==> src/rtl/tidtt_pkg.sv <==
package tidtt_pkg;

    localparam int QUERY_ID_BITS = 10;
    localparam int RESULT_ID_BITS = 10;
    localparam int ENTRY_PAYLOAD_BITS = 64;
    localparam int REMOVED_COUNT_BITS = 11;
    localparam int CFG_INDEX_BITS = 1;
    localparam int CFG_DATA_BITS = 16;

    localparam logic [2:0] CMD_ALLOCATE = 3'd0;
    localparam logic [2:0] CMD_POP = 3'd1;
    localparam logic [2:0] CMD_CLEANUP = 3'd2;
    localparam logic [2:0] CMD_TICK = 3'd3;
    localparam logic [2:0] CMD_CLEAR = 3'd4;

    localparam logic [1:0] ST_OK = 2'd0;
    localparam logic [1:0] ST_NOT_FOUND = 2'd1;
    localparam logic [1:0] ST_FULL = 2'd2;

    localparam logic [CFG_INDEX_BITS-1:0] CFG_EXPIRY_TIMEOUT = 1'd0;
    localparam logic [CFG_INDEX_BITS-1:0] CFG_DRAW_SEED = 1'd1;

    localparam logic [15:0] LFSR_TAPS = 16'hB400;
    localparam logic [15:0] EXPIRY_RESET = 16'd5;
    localparam logic [15:0] LFSR_RESET = 16'd1;

    typedef struct packed {
        logic [2:0]                    command;
        logic [QUERY_ID_BITS-1:0]      query_id;
        logic [ENTRY_PAYLOAD_BITS-1:0] entry_payload;
    } req_t;

    typedef struct packed {
        logic [1:0]                    status;
        logic [RESULT_ID_BITS-1:0]     result_id;
        logic [ENTRY_PAYLOAD_BITS-1:0] result_payload;
        logic [REMOVED_COUNT_BITS-1:0] removed_count;
    } rsp_t;

    typedef struct packed {
        logic       accept;
        logic       rd_draw;
        logic       rd_query;
        logic       rd_addr;
        logic       addr_init;
        logic       addr_init_one;
        logic       init_wr;
        logic       wr_alloc;
        logic       wr_kill;
        logic       cnt_inc;
        logic       tick;
        logic       res_set;
        logic [1:0] res_status;
        logic       res_id;
        logic       res_pay;
        logic       out_load;
    } dp_cmd_t;

    typedef struct packed {
        logic chk_free;
        logic chk_valid;
        logic chk_expired;
        logic qid_ok;
        logic addr_done;
        logic init_last;
        logic out_busy;
    } dp_stat_t;

endpackage

==> src/rtl/tidtt_ctrl.sv <==
module tidtt_ctrl #(
    parameter int RANDOM_TRIES = 20
) (
    input  logic                clk,
    input  logic                rst_n,
    input  logic                req_valid,
    input  logic [2:0]          req_command,
    output logic                req_stall,
    input  tidtt_pkg::dp_stat_t stat,
    output tidtt_pkg::dp_cmd_t  cmd
);

    localparam int TRY_BITS = $clog2(RANDOM_TRIES + 2);

    localparam logic [3:0] S_INIT        = 4'd0;
    localparam logic [3:0] S_IDLE        = 4'd1;
    localparam logic [3:0] S_DRAW_CHK    = 4'd2;
    localparam logic [3:0] S_SCAN_FIRST  = 4'd3;
    localparam logic [3:0] S_SCAN        = 4'd4;
    localparam logic [3:0] S_POP_RD      = 4'd5;
    localparam logic [3:0] S_POP_CHK     = 4'd6;
    localparam logic [3:0] S_SWEEP_FIRST = 4'd7;
    localparam logic [3:0] S_SWEEP       = 4'd8;
    localparam logic [3:0] S_DONE        = 4'd9;

    logic [3:0]          state_reg;
    logic [3:0]          state_next;
    logic [TRY_BITS-1:0] try_reg;
    logic [TRY_BITS-1:0] try_next;
    logic [2:0]          op_reg;
    logic [2:0]          op_next;

    assign req_stall = (state_reg != S_IDLE);

    always_comb
    begin
        state_next = state_reg;
        try_next = try_reg;
        op_next = op_reg;
        cmd = '0;
        case (state_reg)
            S_INIT:
            begin
                cmd.init_wr = 1'b1;
                if (stat.init_last)
                begin
                    state_next = S_IDLE;
                end
            end
            S_IDLE:
            begin
                if (req_valid)
                begin
                    cmd.accept = 1'b1;
                    op_next = req_command;
                    case (req_command)
                        tidtt_pkg::CMD_ALLOCATE:
                        begin
                            if (RANDOM_TRIES != 0)
                            begin
                                cmd.rd_draw = 1'b1;
                                try_next = TRY_BITS'(1);
                                state_next = S_DRAW_CHK;
                            end
                            else
                            begin
                                cmd.addr_init = 1'b1;
                                cmd.addr_init_one = 1'b1;
                                state_next = S_SCAN_FIRST;
                            end
                        end
                        tidtt_pkg::CMD_POP:
                        begin
                            state_next = S_POP_RD;
                        end
                        tidtt_pkg::CMD_CLEANUP, tidtt_pkg::CMD_CLEAR:
                        begin
                            cmd.addr_init = 1'b1;
                            state_next = S_SWEEP_FIRST;
                        end
                        tidtt_pkg::CMD_TICK:
                        begin
                            cmd.tick = 1'b1;
                            state_next = S_DONE;
                        end
                        default:
                        begin
                            state_next = S_DONE;
                        end
                    endcase
                end
            end
            S_DRAW_CHK:
            begin
                if (stat.chk_free)
                begin
                    cmd.wr_alloc = 1'b1;
                    cmd.res_set = 1'b1;
                    cmd.res_status = tidtt_pkg::ST_OK;
                    cmd.res_id = 1'b1;
                    state_next = S_DONE;
                end
                else if (try_reg == TRY_BITS'(RANDOM_TRIES))
                begin
                    cmd.addr_init = 1'b1;
                    cmd.addr_init_one = 1'b1;
                    state_next = S_SCAN_FIRST;
                end
                else
                begin
                    cmd.rd_draw = 1'b1;
                    try_next = try_reg + TRY_BITS'(1);
                end
            end
            S_SCAN_FIRST:
            begin
                cmd.rd_addr = 1'b1;
                state_next = S_SCAN;
            end
            S_SCAN:
            begin
                if (stat.chk_free)
                begin
                    cmd.wr_alloc = 1'b1;
                    cmd.res_set = 1'b1;
                    cmd.res_status = tidtt_pkg::ST_OK;
                    cmd.res_id = 1'b1;
                    state_next = S_DONE;
                end
                else if (stat.addr_done)
                begin
                    cmd.res_set = 1'b1;
                    cmd.res_status = tidtt_pkg::ST_FULL;
                    state_next = S_DONE;
                end
                else
                begin
                    cmd.rd_addr = 1'b1;
                end
            end
            S_POP_RD:
            begin
                cmd.rd_query = 1'b1;
                state_next = S_POP_CHK;
            end
            S_POP_CHK:
            begin
                cmd.res_set = 1'b1;
                if (stat.chk_valid && stat.qid_ok)
                begin
                    cmd.wr_kill = 1'b1;
                    cmd.res_status = tidtt_pkg::ST_OK;
                    cmd.res_id = 1'b1;
                    cmd.res_pay = 1'b1;
                end
                else
                begin
                    cmd.res_status = tidtt_pkg::ST_NOT_FOUND;
                end
                state_next = S_DONE;
            end
            S_SWEEP_FIRST:
            begin
                cmd.rd_addr = 1'b1;
                state_next = S_SWEEP;
            end
            S_SWEEP:
            begin
                if (stat.chk_valid && ((op_reg == tidtt_pkg::CMD_CLEAR) || stat.chk_expired))
                begin
                    cmd.wr_kill = 1'b1;
                    cmd.cnt_inc = 1'b1;
                end
                if (stat.addr_done)
                begin
                    state_next = S_DONE;
                end
                else
                begin
                    cmd.rd_addr = 1'b1;
                end
            end
            S_DONE:
            begin
                if (!stat.out_busy)
                begin
                    cmd.out_load = 1'b1;
                    state_next = S_IDLE;
                end
            end
            default:
            begin
                state_next = S_IDLE;
            end
        endcase
    end

    always_ff @(posedge clk or negedge rst_n)
    begin
        if (!rst_n)
        begin
            state_reg <= S_INIT;
            try_reg <= '0;
            op_reg <= '0;
        end
        else
        begin
            state_reg <= state_next;
            try_reg <= try_next;
            op_reg <= op_next;
        end
    end

endmodule

==> config.mk <==
export PLATFORM = sky130hd
export DESIGN_NAME = tidtt_ctrl
export DESIGN_NICKNAME = d
export VERILOG_FILES = /design/src/rtl/tidtt_pkg.sv /design/src/rtl/tidtt_ctrl.sv
export SDC_FILE = /design/constraint.sdc
export NUM_CORES = 1
export LEC_CHECK = 0
export BUFFER_PORTS_ARGS = -buffer_cell sky130_fd_sc_hd__buf_4
export CORE_MARGIN = 1.5
export CORE_UTILIZATION = 45
export CTS_CLUSTER_SIZE = 30
export DETAILED_ROUTE_END_ITERATION = 12
export PLACE_DENSITY = 0.73
export SLEW_MARGIN = 20
export SYNTH_ARGS = -nofsm -noshare
export SYNTH_HDL_FRONTEND = slang
export SYNTH_SLANG_ARGS = --single-unit
==> constraint.sdc <==
create_clock -name clk -period 1.61 [get_ports clk]
set_input_delay 0.2415 -clock clk [delete_from_list [all_inputs] [get_ports clk]]
set_output_delay 0.2415 -clock clk [all_outputs]
set_load 0.02 [all_outputs]
==> qor.yml <==
status: "finished with violations"
violations: "setup timing"
net-switching-power_mw: 1.19
fin_crit_ns: 1.96
slew_headroom_pct: 77.2
htreeDepth: 1
finalSetupViolations: 21
ys.warnings.count: 0
boundaryPins: 31
synth_seq_cells: 12
worstMarginPinSlew_ns: 0.342
end_kind: "output pin"
syn2layout_area_growth_pct: 79.0
synth_fp_nets: 134
synth_edf_count: 0
syn_inst: 119
worstPathRequired_ns: 1.37
drc_errors: 0
antenna_found_initial: 0
power_density_nw_per_um2: 1560
cp-startpoint: "state_reg[3]$_DFFE_PN0P_"
synth_compound_area_share_pct: 18.3
ir_worst_vdd_v: 0.00117
rsz0062_at_grt: "true"
rows: 16
grt_pass1_vias: 1102
drtAntennaViolNets: 0
synth_adder_area_share_pct: 2.63
synth_area_per_cell_um2: 8.00
fin_nets: 193
slew_viol_final: 0
leakage_nw: 0.811
crit_path_max_fanout: 4
internal_power_mw: 1.48
min_from: "stat[0]"
synthMuxAreaShare_pct: 3.55
grt_use_total_pct: 26.6
viasPerCell: 5.73
place_congestion: 0.808
vias: 1169
synthDominantCellAreaShare_pct: 31.5
grt_remaining_overflow: 0
cts.path.max_buffers: 2
path_clk_slew_ns: 0.07
yosysMostFrequentCell: "nor2_1"
ys.flop_type: "dfrtp_1"
crit_path_start_kind: "flip-flop"
finClkSkew_ns: 0.00184
dpl-instance-area_um2: 1410
sw_frac_of_total_pct: 44.5
drive_above_1_share_pct: 57.6
crit_arrival_ns: 1.71
num_antenna_cells: 0
place_hpwl_um: 2090
worstSkewPairLatency_ns: 0.27
wl_per_cell_um: 15.4
port_buffers: 30
dp.cells: 191
routed_wl_um: 3150
seq_area_frac_synth_pct: 31.5
synth_top_cells_by_count: "nor2_1 (16), dfrtp_1 (12), nand2_1 (10), inv_1 (9)"
power_mw: 2.66
synth.cell_area_um2: 952
synth_simple_gate_area_share_pct: 31.7
grt_max_degree: 13
synthXorXnorAreaFrac_pct: 5.52
ys_types: 36
cp_slowest_cell: "dfrtp_2"
hold_viol_final: 0
fin_area_um2: 1700
async_flop_share_pct: 100
fin_cells: 204
cts_tree: "done"
largest_reg_flops: 5
pwr-share-clk_pct: 7.2
fmax_mhz: 511
hold_path.class: "in2reg"
synth_top_family_by_area: "simple AND/OR/NAND/NOR gates"
cp_cell_sequence: "nor4b_4, buf_4, and3b_2, nor2_2, inv_1, buf_6"
max_stage_delay_ns: 0.47
grt_pass1_wl_um: 5000
p_seq_share_pct: 21.0
yosys.area.top_type: "dfrtp_1"
critPathKind: "reg2out"
synth_area_leaders: "dfrtp_1 (32%), nor2_1 (6.3%), nand2_1 (3.9%), a21oi_1 (3.7%), o21ai_0 (3.7%)"
numCtsBuffers: 3
die_x_um: 49
dpl_worst_slack_ns: -0.0872
fillers: 105
root_buffer: "clkbuf_4"
drtPass1Iterations: 4
clock_sinks: 12
start_util_pct: 48.0
maxCapViolations: 0
drt_iter0_drc: 23
fp.dieArea_um2: 2400
r2r_start: "state_reg[3]$_DFFE_PN0P_"
die_h_um: 49
worst_slack_ns: -0.345
core-area_um2: 1980
pwr-share-comb_pct: 71.8
setup_tns_ns: -3.57
period_share_pct: 121
cells in the final DEF, fill, tap and decap left out, types with 4 or more instances in the layout:
cell and instances:
a21oi_1 6, buf_4 45, nor4b_4 4, nand2_1 8
buf_6 15, o21ai_0 5, inv_1 5, dfrtp_2 4
dfrtp_1 8, xor2_1 4, nor2_1 13, inv_2 4
through the flow:
step	util, %	hold WS (ns)
floorplan	-	-0.0541
global placement	71.1	0.0839
detailed placement	71.1	0.0869
CTS	80.8	0.207
global route	86.0	0.267
finish	86.0	0.234
metal layers:
metal / up-vias / share of wire [%] / track usage [%]
met1: 569 / 41 / 31.8
met5: - / 0 / 0
li1: 537 / - / -
met2: 55 / 54 / 48.4
met3: 8 / 3.3 / 2.45
met4: 0 / 1.7 / 11.4
power by group through the flow:
stage / Sequential [mW] / Clock [mW] / Combinational [mW]
global placement: 0.511 / 0 / 1.46
global route: 0.570 / 0.209 / 2.04
floorplan: 0.488 / 0 / 0.920
finish: 0.560 / 0.191 / 1.91
CTS: 0.543 / 0.199 / 1.68
detailed placement: 0.522 / 0 / 1.48
kinds of logic after synthesis:
group | after synthesis
AO/OA/AOI/OAI | 28
XOR/XNOR | 6
adder cells (fa/ha/maj) | 2
buffers and inverters | 16
flip-flops | 12
multiplexers | 3
AND/OR/NAND/NOR | 52
area by class of cell:
class                   count  area, µm²  share of cell area (%)
flip-flops and latches     12        305                    17.9
inverters                   9       33.8                    1.98
repair buffers             61        517                    30.3
clock buffers               4       26.3                    1.54
multi-input cells          91        788                    46.3
well taps                  27       33.8                    1.98
critical path: cells and delay by family, from the launching register on:
family	cells	cell delay, ns
flip-flops	1	0.47
buffers and inverters	3	0.35
AND/OR/NAND/NOR	3	0.62
repair_timing:
action                                 in CTS  in global routing
resized for setup                          32                 19
endpoints found under the hold margin      12                  0
hold buffers                                1                  0
pin swaps                                   8                  7
cloned                                      0                  0
buffers inserted                            4                  5
setup endpoints to repair                  26                 25
path summary, 6_finish.rpt:
| check | end | slack (ns) | depth (start not counted) |
|---|---|---|---|
| worst max register to register | try_reg[4]$_DFFE_PN0P_ | -0.04 | 6 |
| worst max-delay path | cmd[15] | -0.35 | 6 |
| worst min-delay path | state_reg[3]$_DFFE_PN0P_ | 0.23 | 3 |
| worst min register to register | op_reg[2]$_DFFE_PN0P_ | 0.51 | 1 |
| min in group asynchronous | try_reg[1]$_DFFE_PN0P_ | 0.34 | 2 |
| max in group asynchronous | state_reg[3]$_DFFE_PN0P_ | 1.10 | 2 |
Note: power is estimated with default switching activity, not from simulation.
